`config.mk`:
```
export PLATFORM = sky130hd
export DESIGN_NAME = indexed_sequence_store_core_flat
export DESIGN_NICKNAME = d
export VERILOG_FILES = /design/src/rtl/isq_pkg.sv /design/src/rtl/isq_if.sv /design/src/rtl/indexed_sequence_store_core.sv /design/src/rtl/isq_mem.sv /design/src/rtl/isq_ctrl.sv /design/src/flat_wrapper.sv
export SDC_FILE = /design/constraint.sdc
export NUM_CORES = 1
export LEC_CHECK = 0
export ABC_CLOCK_PERIOD_IN_PS = 6900
export BUFFER_PORTS_ARGS = -buffer_cell sky130_fd_sc_hd__buf_2
export CAP_MARGIN = 5
export CORE_MARGIN = 2
export CORE_UTILIZATION = 39
export CTS_BUF_LIST = sky130_fd_sc_hd__clkbuf_2 sky130_fd_sc_hd__clkbuf_4 sky130_fd_sc_hd__clkbuf_8
export CTS_CLUSTER_SIZE = 10
export DETAILED_ROUTE_END_ITERATION = 6
export GPL_TIMING_DRIVEN = 0
export HOLD_SLACK_MARGIN = 0.08
export PLACE_DENSITY = 0.63
export REMOVE_ABC_BUFFERS = 1
export SLEW_MARGIN = 20
export SYNTH_ARGS = -nofsm -noshare
export SYNTH_HDL_FRONTEND = slang
export SYNTH_SLANG_ARGS = --single-unit
```
`constraint.sdc`:
```
create_clock -name clk_i -period 6.9 [get_ports clk_i]
set_clock_uncertainty 0.2 [all_clocks]
set_input_delay 1.38 -clock clk_i [delete_from_list [all_inputs] [get_ports clk_i]]
set_output_delay 1.38 -clock clk_i [all_outputs]
set_load 0.03 [all_outputs]
```
`src/rtl/isq_pkg.sv`:
```
// Package for the indexed sequence store: request and status codes and the
// fixed field widths of the request and response channels.
// No dependencies; every other file but isq_mem imports it.
`default_nettype none

package isq_pkg;

  // Fixed widths of the channel fields.
  localparam int ReqW = 3;
  localparam int PosW = 6;
  localparam int ValW = 32;

  // Request codes carried in req_type.
  typedef enum logic [ReqW-1:0] {
    REQ_PUSH_HEAD = 3'd0,
    REQ_PUSH_TAIL = 3'd1,
    REQ_POP_HEAD  = 3'd2,
    REQ_POP_TAIL  = 3'd3,
    REQ_INSERT    = 3'd4,
    REQ_REMOVE    = 3'd5,
    REQ_FIND      = 3'd6
  } req_type_e;

  // Status codes returned with every response.
  typedef enum logic [1:0] {
    ST_OK     = 2'd0,
    ST_EMPTY  = 2'd1,
    ST_FULL   = 2'd2,
    ST_BADPOS = 2'd3
  } status_e;

endpackage

`default_nettype wire

```
`src/rtl/isq_if.sv`:
```
// Valid/ready channel interfaces for the request and response sides.
// Depends on isq_pkg for the fixed field widths.
`default_nettype none

// Request channel: one request per accepted transfer.
interface isq_req_if;
  import isq_pkg::*;

  logic            valid;
  logic            ready;
  logic [ReqW-1:0] req_type;
  logic [ValW-1:0] value_in;
  logic [PosW-1:0] position;

  modport source (output valid, req_type, value_in, position, input ready);
  modport sink   (input valid, req_type, value_in, position, output ready);
endinterface

// Response channel: count fields are sized for the store depth.
interface isq_rsp_if #(
  parameter int CNT_W = 5
);
  import isq_pkg::*;

  logic             valid;
  logic             ready;
  logic [1:0]       status;
  logic [CNT_W-1:0] found_position;
  logic [ValW-1:0]  front_value;
  logic [ValW-1:0]  back_value;
  logic [CNT_W-1:0] length;
  logic             is_empty;

  modport source (output valid, status, found_position, front_value, back_value, length,
                  is_empty, input ready);
  modport sink   (input valid, status, found_position, front_value, back_value, length,
                  is_empty, output ready);
endinterface

`default_nettype wire

```
`src/rtl/indexed_sequence_store_core.sv`:
```
// Indexed sequence store: a bounded ordered list of up to LIST_DEPTH values
// with push and pop at both ends, insert and remove at a position, and find.
// Each request gives one response with status, find position, front and back
// values, length and an empty flag. After a request is accepted, the
// sequencer walks k entries, where k is the number of entries moved
// (insert, remove, pops and pushes) or searched (find, the whole length),
// up to LIST_DEPTH; the walk goes through the entry memory's single read
// port at one entry per cycle, and two more reads fetch front and back.
// A new request is taken as soon as the previous response is handed to
// the output register. The entry memory needs no clearing after reset.
// Depends on isq_pkg, isq_if, isq_mem and isq_ctrl.
`default_nettype none

module indexed_sequence_store_core import isq_pkg::*; #(
  parameter int LIST_DEPTH = 16,
  parameter int VALUE_BITS = 32
) (
  input  wire logic clk_i,
  input  wire logic rst_ni,
  isq_req_if.sink   req_i,
  isq_rsp_if.source rsp_o
);

  localparam int AddrW = $clog2(LIST_DEPTH);
  localparam int CntW  = $clog2(LIST_DEPTH + 1);

  logic                  res_valid;
  logic                  res_ready;
  status_e               res_status;
  logic [CntW-1:0]       res_found;
  logic [ValW-1:0]       res_front;
  logic [ValW-1:0]       res_back;
  logic [CntW-1:0]       res_length;

  logic                  mem_re;
  logic [AddrW-1:0]      mem_raddr;
  logic [VALUE_BITS-1:0] mem_rdata;
  logic                  mem_we;
  logic [AddrW-1:0]      mem_waddr;
  logic [VALUE_BITS-1:0] mem_wdata;

  logic                  rsp_valid_q;
  status_e               rsp_status_q;
  logic [CntW-1:0]       rsp_found_q;
  logic [ValW-1:0]       rsp_front_q;
  logic [ValW-1:0]       rsp_back_q;
  logic [CntW-1:0]       rsp_length_q;

  isq_ctrl #(
    .LIST_DEPTH (LIST_DEPTH),
    .VALUE_BITS (VALUE_BITS)
  ) u_ctrl (
    .clk_i       (clk_i),
    .rst_ni      (rst_ni),
    .in_valid_i  (req_i.valid),
    .in_ready_o  (req_i.ready),
    .req_type_i  (req_i.req_type),
    .value_i     (req_i.value_in),
    .position_i  (req_i.position),
    .res_valid_o (res_valid),
    .res_ready_i (res_ready),
    .status_o    (res_status),
    .found_o     (res_found),
    .front_o     (res_front),
    .back_o      (res_back),
    .length_o    (res_length),
    .mem_re_o    (mem_re),
    .mem_raddr_o (mem_raddr),
    .mem_rdata_i (mem_rdata),
    .mem_we_o    (mem_we),
    .mem_waddr_o (mem_waddr),
    .mem_wdata_o (mem_wdata)
  );

  isq_mem #(
    .DEPTH (LIST_DEPTH),
    .WIDTH (VALUE_BITS)
  ) u_mem (
    .clk_i   (clk_i),
    .re_i    (mem_re),
    .raddr_i (mem_raddr),
    .rdata_o (mem_rdata),
    .we_i    (mem_we),
    .waddr_i (mem_waddr),
    .wdata_i (mem_wdata)
  );

  // Output register: takes a new response whenever it is empty or draining.
  assign res_ready = !rsp_valid_q || rsp_o.ready;

  always_ff @(posedge clk_i or negedge rst_ni) begin
    if (!rst_ni) begin
      rsp_valid_q <= 1'b0;
    end else if (res_ready) begin
      rsp_valid_q <= res_valid;
    end
  end

  always_ff @(posedge clk_i) begin
    if (res_valid && res_ready) begin
      rsp_status_q <= res_status;
      rsp_found_q  <= res_found;
      rsp_front_q  <= res_front;
      rsp_back_q   <= res_back;
      rsp_length_q <= res_length;
    end
  end

  assign rsp_o.valid          = rsp_valid_q;
  assign rsp_o.status         = rsp_status_q;
  assign rsp_o.found_position = rsp_found_q;
  assign rsp_o.front_value    = rsp_front_q;
  assign rsp_o.back_value     = rsp_back_q;
  assign rsp_o.length         = rsp_length_q;
  assign rsp_o.is_empty       = (rsp_length_q == '0);

endmodule

`default_nettype wire

```
`src/rtl/isq_mem.sv`:
```
// Entry storage of the indexed sequence store: one write port and one read
// port with registered read data. Depends on isq_pkg only by convention.
`default_nettype none

module isq_mem #(
  parameter int DEPTH = 16,
  parameter int WIDTH = 32
) (
  input  wire logic                     clk_i,
  input  wire logic                     re_i,
  input  wire logic [$clog2(DEPTH)-1:0] raddr_i,
  output logic      [WIDTH-1:0]         rdata_o,
  input  wire logic                     we_i,
  input  wire logic [$clog2(DEPTH)-1:0] waddr_i,
  input  wire logic [WIDTH-1:0]         wdata_i
);

  logic [WIDTH-1:0] mem_q [DEPTH];
  logic [WIDTH-1:0] rdata_q;

  // Write port.
  always_ff @(posedge clk_i) begin
    if (we_i) begin
      mem_q[waddr_i] <= wdata_i;
    end
  end

  // Read port; returns the contents before a write in the same cycle.
  always_ff @(posedge clk_i) begin
    if (re_i) begin
      rdata_q <= mem_q[raddr_i];
    end
  end

  assign rdata_o = rdata_q;

endmodule

`default_nettype wire

```
`src/rtl/isq_ctrl.sv`:
```
// Sequencer of the indexed sequence store: decodes a request, walks the entry
// memory one entry per cycle to shift or search, then reads front and back.
// Depends on isq_pkg.
`default_nettype none

module isq_ctrl import isq_pkg::*; #(
  parameter int LIST_DEPTH = 16,
  parameter int VALUE_BITS = 32,
  localparam int AddrW = $clog2(LIST_DEPTH),
  localparam int CntW  = $clog2(LIST_DEPTH + 1)
) (
  input  wire logic                  clk_i,
  input  wire logic                  rst_ni,
  // Request side.
  input  wire logic                  in_valid_i,
  output logic                       in_ready_o,
  input  wire logic [ReqW-1:0]       req_type_i,
  input  wire logic [ValW-1:0]       value_i,
  input  wire logic [PosW-1:0]       position_i,
  // Result side.
  output logic                       res_valid_o,
  input  wire logic                  res_ready_i,
  output status_e                    status_o,
  output logic      [CntW-1:0]       found_o,
  output logic      [ValW-1:0]       front_o,
  output logic      [ValW-1:0]       back_o,
  output logic      [CntW-1:0]       length_o,
  // Entry memory.
  output logic                       mem_re_o,
  output logic      [AddrW-1:0]      mem_raddr_o,
  input  wire logic [VALUE_BITS-1:0] mem_rdata_i,
  output logic                       mem_we_o,
  output logic      [AddrW-1:0]      mem_waddr_o,
  output logic      [VALUE_BITS-1:0] mem_wdata_o
);

  localparam int CmpW  = (CntW > PosW) ? CntW : PosW;
  localparam int WideW = (VALUE_BITS > ValW) ? VALUE_BITS : ValW;
  localparam logic [CntW-1:0] CntOne = CntW'(1);
  localparam logic [CntW-1:0] CntMax = CntW'(LIST_DEPTH);

  typedef enum logic [2:0] {
    S_IDLE, S_WALK, S_FIN, S_RD_FRONT, S_RD_BACK, S_CAPT, S_DONE
  } state_e;

  typedef enum logic [1:0] {
    K_INS, K_REM, K_FIND, K_NONE
  } kind_e;

  state_e                  state_q, state_d;
  kind_e                   kind_q, kind_d;
  status_e                 status_q, status_d;
  logic [CntW-1:0]         cnt_q, cnt_d;
  logic [CntW-1:0]         rem_q, rem_d;
  logic [CntW-1:0]         fidx_q, fidx_d;
  logic [CntW-1:0]         found_q, found_d;
  logic [AddrW-1:0]        rp_q, rp_d;
  logic [AddrW-1:0]        wa_q, wa_d;
  logic [AddrW-1:0]        ipos_q, ipos_d;
  logic                    up_q, up_d;
  logic                    pend_q, pend_d;
  logic                    hit_q, hit_d;
  logic [VALUE_BITS-1:0]   val_q, val_d;
  logic [VALUE_BITS-1:0]   front_q, front_d;
  logic [VALUE_BITS-1:0]   back_q, back_d;

  // Decoded request.
  kind_e                   dec_kind;
  status_e                 dec_status;
  logic [CntW-1:0]         dec_pos;
  logic [CmpW-1:0]         pos_ext;
  logic [CmpW-1:0]         cnt_ext;
  logic [CntW-1:0]         cnt_m1;
  logic [CntW-1:0]         pos_p1;
  logic [CntW-1:0]         rem_m1;
  logic [CntW-1:0]         last_idx;
  logic                    full;
  logic [WideW-1:0]        val_wide;
  logic [WideW-1:0]        front_wide;
  logic [WideW-1:0]        back_wide;

  assign pos_ext  = CmpW'(position_i);
  assign cnt_ext  = CmpW'(cnt_q);
  assign full     = (cnt_q == CntMax);
  assign cnt_m1   = cnt_q - CntOne;
  assign pos_p1   = dec_pos + CntOne;
  assign rem_m1   = cnt_m1 - dec_pos;
  assign last_idx = cnt_q - CntOne;
  assign val_wide = WideW'(value_i);

  // Map each request onto an insert, a remove, a search or nothing.
  always_comb begin
    dec_kind   = K_NONE;
    dec_status = ST_OK;
    dec_pos    = '0;
    unique case (req_type_i)
      REQ_PUSH_HEAD, REQ_PUSH_TAIL, REQ_INSERT: begin
        if (full) begin
          dec_status = ST_FULL;
        end else begin
          dec_kind = K_INS;
          if (req_type_i == REQ_PUSH_TAIL) begin
            dec_pos = cnt_q;
          end else if (req_type_i == REQ_INSERT) begin
            // A position past the end appends.
            dec_pos = (pos_ext > cnt_ext) ? cnt_q : pos_ext[CntW-1:0];
          end
        end
      end
      REQ_POP_HEAD, REQ_POP_TAIL: begin
        if (cnt_q == '0) begin
          dec_status = ST_EMPTY;
        end else begin
          dec_kind = K_REM;
          dec_pos  = (req_type_i == REQ_POP_TAIL) ? cnt_m1 : '0;
        end
      end
      REQ_REMOVE: begin
        if (pos_ext >= cnt_ext) begin
          dec_status = ST_BADPOS;
        end else begin
          dec_kind = K_REM;
          dec_pos  = pos_ext[CntW-1:0];
        end
      end
      REQ_FIND: begin
        dec_kind = K_FIND;
      end
      default: begin
        // The unused code leaves the store as it is.
      end
    endcase
  end

  // Sequencer next state and memory port control.
  always_comb begin
    state_d     = state_q;
    kind_d      = kind_q;
    status_d    = status_q;
    cnt_d       = cnt_q;
    rem_d       = rem_q;
    fidx_d      = fidx_q;
    found_d     = found_q;
    rp_d        = rp_q;
    wa_d        = wa_q;
    ipos_d      = ipos_q;
    up_d        = up_q;
    pend_d      = pend_q;
    hit_d       = hit_q;
    val_d       = val_q;
    front_d     = front_q;
    back_d      = back_q;
    in_ready_o  = (state_q == S_IDLE);
    res_valid_o = 1'b0;
    mem_re_o    = 1'b0;
    mem_raddr_o = rp_q;
    mem_we_o    = 1'b0;
    mem_waddr_o = wa_q;
    mem_wdata_o = mem_rdata_i;

    unique case (state_q)
      S_IDLE: begin
        if (in_valid_i) begin
          kind_d   = dec_kind;
          status_d = dec_status;
          val_d    = val_wide[VALUE_BITS-1:0];
          ipos_d   = dec_pos[AddrW-1:0];
          pend_d   = 1'b0;
          hit_d    = 1'b0;
          fidx_d   = '0;
          found_d  = '0;
          rem_d    = '0;
          rp_d     = '0;
          wa_d     = '0;
          up_d     = 1'b1;
          unique case (dec_kind)
            K_INS: begin
              // Move entries from the back down to the slot, one step up each.
              rem_d = cnt_q - dec_pos;
              rp_d  = cnt_m1[AddrW-1:0];
              wa_d  = cnt_q[AddrW-1:0];
              up_d  = 1'b0;
            end
            K_REM: begin
              // Move the entries after the slot one step down.
              rem_d = rem_m1;
              rp_d  = pos_p1[AddrW-1:0];
              wa_d  = dec_pos[AddrW-1:0];
            end
            K_FIND: begin
              rem_d   = cnt_q;
              found_d = cnt_q;
            end
            default: begin
            end
          endcase
          state_d = S_WALK;
        end
      end

      S_WALK: begin
        // Issue the next read while the previous read's data is used.
        if (rem_q != '0) begin
          mem_re_o = 1'b1;
          rem_d    = rem_q - CntOne;
          rp_d     = up_q ? rp_q + AddrW'(1) : rp_q - AddrW'(1);
        end
        pend_d = (rem_q != '0);
        if (pend_q) begin
          if (kind_q == K_FIND) begin
            if (!hit_q && (mem_rdata_i == val_q)) begin
              hit_d   = 1'b1;
              found_d = fidx_q;
            end
            fidx_d = fidx_q + CntOne;
          end else begin
            mem_we_o = 1'b1;
            wa_d     = up_q ? wa_q + AddrW'(1) : wa_q - AddrW'(1);
          end
        end
        // The last pending entry is used in the same cycle the walk ends.
        if (rem_q == '0) begin
          state_d = S_FIN;
        end
      end

      S_FIN: begin
        if (kind_q == K_INS) begin
          mem_we_o    = 1'b1;
          mem_waddr_o = ipos_q;
          mem_wdata_o = val_q;
          cnt_d       = cnt_q + CntOne;
        end else if (kind_q == K_REM) begin
          cnt_d = cnt_q - CntOne;
        end
        state_d = S_RD_FRONT;
      end

      S_RD_FRONT: begin
        mem_re_o    = 1'b1;
        mem_raddr_o = '0;
        state_d     = S_RD_BACK;
      end

      S_RD_BACK: begin
        mem_re_o    = 1'b1;
        mem_raddr_o = last_idx[AddrW-1:0];
        front_d     = mem_rdata_i;
        state_d     = S_CAPT;
      end

      S_CAPT: begin
        back_d  = mem_rdata_i;
        state_d = S_DONE;
      end

      S_DONE: begin
        res_valid_o = 1'b1;
        if (res_ready_i) begin
          state_d = S_IDLE;
        end
      end

      default: begin
        state_d = S_IDLE;
      end
    endcase
  end

  // State and working registers.
  always_ff @(posedge clk_i or negedge rst_ni) begin
    if (!rst_ni) begin
      state_q  <= S_IDLE;
      kind_q   <= K_NONE;
      status_q <= ST_OK;
      cnt_q    <= '0;
      rem_q    <= '0;
      pend_q   <= 1'b0;
      hit_q    <= 1'b0;
    end else begin
      state_q  <= state_d;
      kind_q   <= kind_d;
      status_q <= status_d;
      cnt_q    <= cnt_d;
      rem_q    <= rem_d;
      pend_q   <= pend_d;
      hit_q    <= hit_d;
    end
  end

  // Payload registers carry no reset.
  always_ff @(posedge clk_i) begin
    fidx_q  <= fidx_d;
    found_q <= found_d;
    rp_q    <= rp_d;
    wa_q    <= wa_d;
    ipos_q  <= ipos_d;
    up_q    <= up_d;
    val_q   <= val_d;
    front_q <= front_d;
    back_q  <= back_d;
  end

  // Result fields; front and back read as zero for an empty store.
  assign front_wide = (cnt_q == '0) ? '0 : WideW'(front_q);
  assign back_wide  = (cnt_q == '0) ? '0 : WideW'(back_q);
  assign front_o    = front_wide[ValW-1:0];
  assign back_o     = back_wide[ValW-1:0];
  assign status_o   = status_q;
  assign found_o    = found_q;
  assign length_o   = cnt_q;

endmodule

`default_nettype wire

```
`src/flat_wrapper.sv`:
```
// flat-port wrapper written by rule: the top's interface ports become plain ports
module indexed_sequence_store_core_flat import isq_pkg::*;
#(
  parameter int LIST_DEPTH = 16,
  parameter int VALUE_BITS = 32
)
  (clk_i, rst_ni, req_i_valid, req_i_req_type, req_i_value_in, req_i_position, req_i_ready, rsp_o_valid, rsp_o_status, rsp_o_found_position, rsp_o_front_value, rsp_o_back_value, rsp_o_length, rsp_o_is_empty, rsp_o_ready);
  isq_req_if req_i_i ();
  isq_rsp_if #(.CNT_W(($clog2((16) + 1)))) rsp_o_i ();
  input  wire logic clk_i;
  input  wire logic rst_ni;
  input wire logic [$bits(req_i_i.valid)-1:0] req_i_valid;
  input wire logic [$bits(req_i_i.req_type)-1:0] req_i_req_type;
  input wire logic [$bits(req_i_i.value_in)-1:0] req_i_value_in;
  input wire logic [$bits(req_i_i.position)-1:0] req_i_position;
  output wire logic [$bits(req_i_i.ready)-1:0] req_i_ready;
  output wire logic [$bits(rsp_o_i.valid)-1:0] rsp_o_valid;
  output wire logic [$bits(rsp_o_i.status)-1:0] rsp_o_status;
  output wire logic [$bits(rsp_o_i.found_position)-1:0] rsp_o_found_position;
  output wire logic [$bits(rsp_o_i.front_value)-1:0] rsp_o_front_value;
  output wire logic [$bits(rsp_o_i.back_value)-1:0] rsp_o_back_value;
  output wire logic [$bits(rsp_o_i.length)-1:0] rsp_o_length;
  output wire logic [$bits(rsp_o_i.is_empty)-1:0] rsp_o_is_empty;
  input wire logic [$bits(rsp_o_i.ready)-1:0] rsp_o_ready;
  assign req_i_i.valid = req_i_valid;
  assign req_i_i.req_type = req_i_req_type;
  assign req_i_i.value_in = req_i_value_in;
  assign req_i_i.position = req_i_position;
  assign req_i_ready = req_i_i.ready;
  assign rsp_o_valid = rsp_o_i.valid;
  assign rsp_o_status = rsp_o_i.status;
  assign rsp_o_found_position = rsp_o_i.found_position;
  assign rsp_o_front_value = rsp_o_i.front_value;
  assign rsp_o_back_value = rsp_o_i.back_value;
  assign rsp_o_length = rsp_o_i.length;
  assign rsp_o_is_empty = rsp_o_i.is_empty;
  assign rsp_o_i.ready = rsp_o_ready;
  indexed_sequence_store_core #(.LIST_DEPTH(LIST_DEPTH), .VALUE_BITS(VALUE_BITS)) u_core (.clk_i(clk_i), .rst_ni(rst_ni), .req_i(req_i_i), .rsp_o(rsp_o_i));
endmodule
```
* Word level (Yosys, flattened, before mapping)
Memories as Yosys holds them, arrays and structs flattened. A register that Yosys moved wholly into a read port is not among the register bits. Index checks and enable logic that the tools add are counted.
Word-level totals: register bits 215, memory bits (writable) 512, input port bits 45, logic and storage cells 156, memories 1
Memories:
- u_core.u_mem.mem_q | words 16, width 32, rd ports 1, clocked after Yosys merged registers in 1, write ports 1, RTL line isq_mem.sv:18 | logic [WIDTH-1:0] mem_q [DEPTH];
Cells by class: $add $sub $neg 11, order comparisons 2, eq/ne operators 26, muxes and demuxes 68, reduce and logical (&&, ||, !) cells 26
Operator list (count):
- 5-bit 2-to-1 mux | 19
- 32-bit 2-to-1 mux | 2
- 4-bit one-hot mux with 2 select lines | 5
- 4-bit 2-to-1 mux | 9
- 32-bit equality test | 1
- 5-bit one-hot mux with 2 select lines | 3
- 5-bit one-hot mux with 3 select lines | 2
- 3-bit one-hot mux with 7 select lines | 1
- 3-bit equality test (second input constant) | 6
- 5-bit logical NOT | 3
- 2-bit inequality test (second input constant) | 7
- 1-bit 2-to-1 mux | 13
- 4-bit by 1-bit adder with 4-bit output (second input constant) | 3
- 3-bit by 2-bit equality test with 1-bit output (second input constant) | 4
- 5-bit by 1-bit adder with 5-bit output (second input constant) | 2
- 2-bit 2-to-1 mux | 5
- 5-bit by 1-bit subtractor with 5-bit output (second input constant) | 2
- 5-bit subtractor | 2
- 3-bit 2-to-1 mux | 3
- 1-bit one-hot mux with 2 select lines | 4
- 2-bit one-hot mux with 4 select lines | 1
- 4-bit AND reduction | 2
- 4-bit by 1-bit subtractor with 4-bit output (second input constant) | 2
- 3-bit by 1-bit equality test with 1-bit output (second input constant) | 2
- other kinds (19) | 30

* Depth between registers and ports, before layout
word-level depth 10, mapped depth 19, gate-level depth less buffers 17

* By module
Synthesis repeated with hierarchy kept, for this count alone.
Second synthesis, totals: cells, all modules 1533, area, all modules 29767.3 um^2
By module, submodules not included:
- isq_mem | instances 1, cells each 838, area an instance 20156.8 um^2
- isq_ctrl | instances 1, cells each 613, area an instance 7273.2 um^2
- indexed_sequence_store_core | instances 1, cells each 82, area an instance 2337.2 um^2

* Worst setup path after synthesis
Ideal clock, no wire load.
path type in2reg, start input port rsp_o_ready, end register u_core.rsp_back_q[0] (netlist: u_core.rsp_o.back_value[0]) (enable), library setup time 0.511 ns, arrival time 4.753 ns, data required time 6.189 ns, path slack 1.437 ns, cell stages on the path 3, buffers on the path 0, cells stage by stage nand2b_1 -> nand2_1 -> nor2_1
Between the ends: word-level cells in the longest chain between the ends 2
Ends and longest elaborated chain:
- from (decl) | RTL line flat_wrapper.sv:24 | input wire logic [$bits(rsp_o_i.ready)-1:0] rsp_o_ready;
- 1-bit logical OR | RTL line indexed_sequence_store_core.sv:89 | assign res_ready = !rsp_valid_q || rsp_o.ready;
- 1-bit logical AND | RTL line indexed_sequence_store_core.sv:100 | if (res_valid && res_ready) begin
- to (signal assigned) | RTL line indexed_sequence_store_core.sv:104 | rsp_back_q <= res_back;
- to (decl) | RTL line indexed_sequence_store_core.sv:46 | logic [ValW-1:0] rsp_back_q;
Every way passes these cells. A chain may end at the register's enable or synchronous reset.

* Worst setup path after layout
start register u_core.u_ctrl.cnt_q[2] (netlist: u_core.u_ctrl.length_o[2]), end register u_core.u_ctrl.rem_q[4]
Between the ends: word-level cells in the longest chain between the ends 10, elaborated cells between the ends (all ways) 25, those cells by class 3 x add/sub; 2 x order compare; 3 x eq/ne; 15 x mux; 2 x reduce/logical
Ends and longest elaborated chain:
- from (decl) | RTL line isq_ctrl.sv:53 | logic [CntW-1:0] cnt_q, cnt_d;
- from (signal assigned) | RTL line isq_ctrl.sv:284 | cnt_q <= cnt_d;
- 6-bit by 5-bit > comparator with 1-bit output | RTL line isq_ctrl.sv:106 | dec_pos = (pos_ext > cnt_ext) ? cnt_q : pos_ext[CntW-1:0];
- 5-bit 2-to-1 mux | RTL line isq_ctrl.sv:106
- 5-bit 2-to-1 mux | RTL line isq_ctrl.sv:104 | end else if (req_type_i == REQ_INSERT) begin
- 5-bit 2-to-1 mux | RTL line isq_ctrl.sv:102 | if (req_type_i == REQ_PUSH_TAIL) begin
- 5-bit 2-to-1 mux | RTL line isq_ctrl.sv:98 | if (full) begin
- 5-bit one-hot mux with 3 select lines * | RTL line isq_ctrl.sv:96 | unique case (req_type_i)
- named net u_core.u_ctrl.dec_pos[0] | RTL line isq_ctrl.sv:70 | logic [CntW-1:0] dec_pos;
- 5-bit subtractor, on equally long branches | RTL line isq_ctrl.sv:87, isq_ctrl.sv:179
- 5-bit one-hot mux with 3 select lines * | RTL line isq_ctrl.sv:176 | unique case (dec_kind)
- 5-bit 2-to-1 mux * | RTL line isq_ctrl.sv:163 | if (in_valid_i) begin
- 5-bit one-hot mux with 2 select lines * | RTL line isq_ctrl.sv:161 | unique case (state_q)
- to (signal assigned) | RTL line isq_ctrl.sv:285 | rem_q <= rem_d;
- to (decl) | RTL line isq_ctrl.sv:54 | logic [CntW-1:0] rem_q, rem_d;
The timed path passes the listed nets; every way through them passes the cells marked *. The select of a mux whose other input is x is not followed.

==> results.txt <==
TNS Setup: 0 ns
Fraction of synthesized cell area taken by the top area cell type: 0.719
Global route overflow: 0
Number of standard-cell rows in the floorplan: 103
Cell total after placement: 3,296
Final max-slew violation count: 0
Clock sinks: 759
Die ar.: 81,400 µm²
Maximum net fanout on the critical path: 15
Drt initial violations: 1,901
Root buf cell: sky130_fd_sc_hd__clkbuf_8
Setup repair after global routing missed its margin: no
Worst Min Path Start: u_core.u_ctrl.found_o[0]
Ranking of synthesized cells by area: sky130_fd_sc_hd__edfxtp_1, sky130_fd_sc_hd__nand2_1, sky130_fd_sc_hd__a211oi_1
Type of the worst setup path: flip-flop to flip-flop
Post-CTS setup buffer count: 0
Effective utilization at floorplan: 0.393
Critical Path Max Stage Delay: 0.73 ns
Floorplan die height: 285 µm
Hold buffer count at cts: 0
Worst-case vdd ir drop: 0.365 mV
Wire length of the first global-routing pass: 116,000 µm
Slew Limit Headroom: 0.319
Library cell occupying the most area in the post-synthesis netlist: sky130_fd_sc_hd__edfxtp_1
Via total after detailed routing: 19,264
IO Pins: 124
Arrival time of data at the critical path endpoint: 5.27 ns
Required arrival time at the worst endpoint: 7.32 ns
Setup violators final: 0
Power per unit of standard cell area: 499 nW/µm²
Number of gates resized after cts: 0
Most frequent cells in the layout: sky130_fd_sc_hd__edfxtp_1, sky130_fd_sc_hd__nand2_1, sky130_fd_sc_hd__a211oi_1
Bufs on Longest Clock Path: 3
Ratio of final minimum period to clock period: 0.702
Outcome: finished clean
CTS H-tree depth: 3
Number of instances on the worst hold path: 0
Routability cong.: 0.815
Standard cell area after detailed placement: 33,900 µm²
FFs w/ async S/R, synth: 0.0264
Ratio of cells with drive above 1 in the final layout: 0.181
Clock tree from TritonCTS: built
RR Startpoint: u_core.u_ctrl.length_o[2]
Count of nets left with antenna violations after detail routing: 0
Most common cell after layout, fill and taps aside: sky130_fd_sc_hd__edfxtp_1
Cell depth of the worst flop-to-flop path: 17
Primary FF master, synth: sky130_fd_sc_hd__edfxtp_1
Minimum period implied by the final worst setup slack: 4.84 ns
Filler-free cell count of the finished design: 3,520
Yosys warnings: 0
Distinct cells, synth: 73
End point of the most critical hold path: u_core.rsp_o.found_position[0]
Number of buffers added by the clock tree synthesis step: 121
Worst reg2reg setup slack: 2.06 ns
Flip-flop and latch count after synthesis: 759
Clock transition at path regs: 0.07 ns
Post-synth design cell area: 30,900 µm²
Worst Max-Slew Pin Slew: 1.02 ns
Antenna violations before repair: 3
Post-synthesis area per instance: 14.1 µm²
Clock latency on the worst-skew pair: 0.76 ns
Maximum Capacitance Violations: 0
Post-synthesis to final-layout area growth: 18.1%
Port bufs: 123
Highest attainable clock frequency: 207 MHz
Share of the yosys chip area belonging to registers: 0.735
Crit path capture type: flip-flop
Horizontal die dimension: 285 µm
Number of optimization iterations in the first detailed-route pass: 5
DRC violations left: 0
Nets: 2,435
Crit-path cells: inv_1, ha_1, and4b_2, o21ai_0, a32o_1, a31o_2, a221oi_2, inv_1, ha_1, fa_1, inv_1, a21o_1, a21oi_1, xnor2_1, xnor2_1, xnor2_1, a32o_1
Gr usage total: 0.188
Drt total wl: 78,200 µm
Kind of path behind the tightest hold check: flip-flop to flip-flop
Number of global-route vias before repair: 19,134
Crit path launch type: flip-flop
Cells after Synth: 2,184
Number of enable flip-flop cells after synthesis: 739
Worst r2r dst: u_core.u_ctrl.rem_q[4]
Core region area: 78,600 µm²
Count of final hold-check violations: 0
Post-DR wirelength/cell: 22.2 µm
Routed vias/inst: 5.47
Leakage power summed over all cells: 0.0126 µW
Slowest cell on the critical path: sky130_fd_sc_hd__dfrtp_1
Min Hold Slack: 0.223 ns
Final Instance Area: 36,500 µm²
Detailed-placement wirelength estimate: 49,500 µm
Largest net degree at the start of global routing: 60
[synthesized netlist by cell type, types with 2 or more instances]
master                      instances
sky130_fd_sc_hd__nand3_1           13
sky130_fd_sc_hd__ha_1              18
sky130_fd_sc_hd__nor2b_1           67
sky130_fd_sc_hd__o31ai_1            2
sky130_fd_sc_hd__inv_1             27
sky130_fd_sc_hd__xor2_1             6
sky130_fd_sc_hd__clkbuf_2           2
sky130_fd_sc_hd__nand2b_1           7
sky130_fd_sc_hd__a211oi_1         163
sky130_fd_sc_hd__a22o_1             2
sky130_fd_sc_hd__xnor2_1           50
sky130_fd_sc_hd__a31oi_1           72
sky130_fd_sc_hd__nand2_2            2
sky130_fd_sc_hd__a311oi_1          64
sky130_fd_sc_hd__edfxtp_1         739
sky130_fd_sc_hd__nor2_1            50
sky130_fd_sc_hd__nand4_1           11
sky130_fd_sc_hd__fa_1               3
sky130_fd_sc_hd__dfstp_2            2
sky130_fd_sc_hd__a22oi_1            2
sky130_fd_sc_hd__a32o_1             2
sky130_fd_sc_hd__o21a_1             4
sky130_fd_sc_hd__o21ai_0           25
sky130_fd_sc_hd__inv_2              3
sky130_fd_sc_hd__a21o_1             8
sky130_fd_sc_hd__and3_1           130
sky130_fd_sc_hd__nand2_1          391
sky130_fd_sc_hd__buf_2             71
sky130_fd_sc_hd__and2_1             5
sky130_fd_sc_hd__nor3_1            13
sky130_fd_sc_hd__buf_1              4
sky130_fd_sc_hd__clkbuf_1          69
sky130_fd_sc_hd__a211oi_2           2
sky130_fd_sc_hd__dfrtp_1           18
sky130_fd_sc_hd__a221oi_2           2
sky130_fd_sc_hd__a221oi_1           6
sky130_fd_sc_hd__a21oi_1           88
sky130_fd_sc_hd__a21boi_0           2
sky130_fd_sc_hd__a32oi_1            2
sky130_fd_sc_hd__or3_1              2
sky130_fd_sc_hd__nor3b_1            2
sky130_fd_sc_hd__o2bb2ai_1          2
[sequential cells by signal, summed over array words and instances, names as in the netlist, 2 cells and up]
signal and cells:
u_core.rsp_o.back_value 32, u_core.rsp_o.found_position 5, u_core.rsp_o.front_value 32, u_core.rsp_o.length 5, u_core.rsp_o.status 2, u_core.u_ctrl.back_q 32
u_core.u_ctrl.fidx_q 5, u_core.u_ctrl.found_o 5, u_core.u_ctrl.front_q 32, u_core.u_ctrl.ipos_q 4, u_core.u_ctrl.kind_q 2, u_core.u_ctrl.length_o 5
u_core.u_ctrl.rem_q 5, u_core.u_ctrl.rp_q 4, u_core.u_ctrl.state_q 3, u_core.u_ctrl.status_o 2, u_core.u_ctrl.val_q 32, u_core.u_ctrl.wa_q 4
u_core.u_mem.mem_q 512, u_core.u_mem.rdata_o 32
[worst max path at each step]
stage	startpoint	to	slack, ns	depth (start not counted)
final	u_core.u_ctrl.length_o[2]	u_core.u_ctrl.rem_q[4]	2.06	17
after floorplan	u_core.u_ctrl.state_q[2]	u_core.u_mem.rdata_o[0]	-3.14	6
after detailed placement	req_i_position[4]	u_core.u_ctrl.rem_q[4]	1.59	17
after global routing	u_core.u_ctrl.length_o[2]	u_core.u_ctrl.rem_q[4]	1.85	17
after CTS	u_core.u_ctrl.length_o[2]	u_core.u_ctrl.rem_q[4]	2.07	17
after global placement	u_core.u_ctrl.length_o[0]	u_core.u_mem.rdata_o[23]	-11.59	8
[area by class of cell]
class | instances | area [µm²]
multi-input cells | 1247 | 7610
well taps | 1050 | 1310
fillers | 6769 | 42200
diodes | 1 | 2.50
clock inverters | 74 | 643
clock buffers | 149 | 1890
repair buffers | 210 | 2180
flip-flops and latches | 759 | 22700
inverters | 30 | 118
[per-stage QoR]
stage	power (µW)	util	setup WS [ns]
floorplan	11300	-	-3.14
global placement	12800	0.409	-11.59
detailed placement	14200	0.431	1.59
CTS	18200	0.464	2.07
global route	19200	0.464	1.85
finish	18200	0.464	2.06
[logic make-up (layout without fill, tap and decap cells)]
family          count (synthesis)  count (layout)  synth area share
compound gates                463             463             0.106
xor+xnor                       56              56            0.0159
fa+ha+maj                      21              21           0.00924
buf+inv                       178             463            0.0250
flops                         759             759             0.735
other cells                     0               1                 0
simple gates                  707             707             0.109
[where the power goes]
| group | internal [µW] | switching, µW | leakage [µW] |
|---|---|---|---|
| Sequential | 6570 | 410 | 0.00694 |
| Clock | 2200 | 1810 | 0.00132 |
| Combinational | 2500 | 4700 | 0.00435 |
| Total | 11300 | 6920 | 0.0126 |
[per-layer routing]
metal / track usage / share of wire
met5: 0 / 0.00010
met4: 0.0716 / 0.033
met1: 0.243 / 0.41
met3: 0.0388 / 0.071
met2: 0.313 / 0.48
[critical path, delay by kind of cell, from the launching register on]
family	cells	cell delay (ns)
adders and majority gates	3	1.08
and+or+nand+nor	1	0.30
AOI/OAI and AO/OA	7	1.41
DFF	1	0.73
buffers and inverters	3	0.53
xor gates and xnor gates	3	0.48
Power figures use the tool's default switching activity.
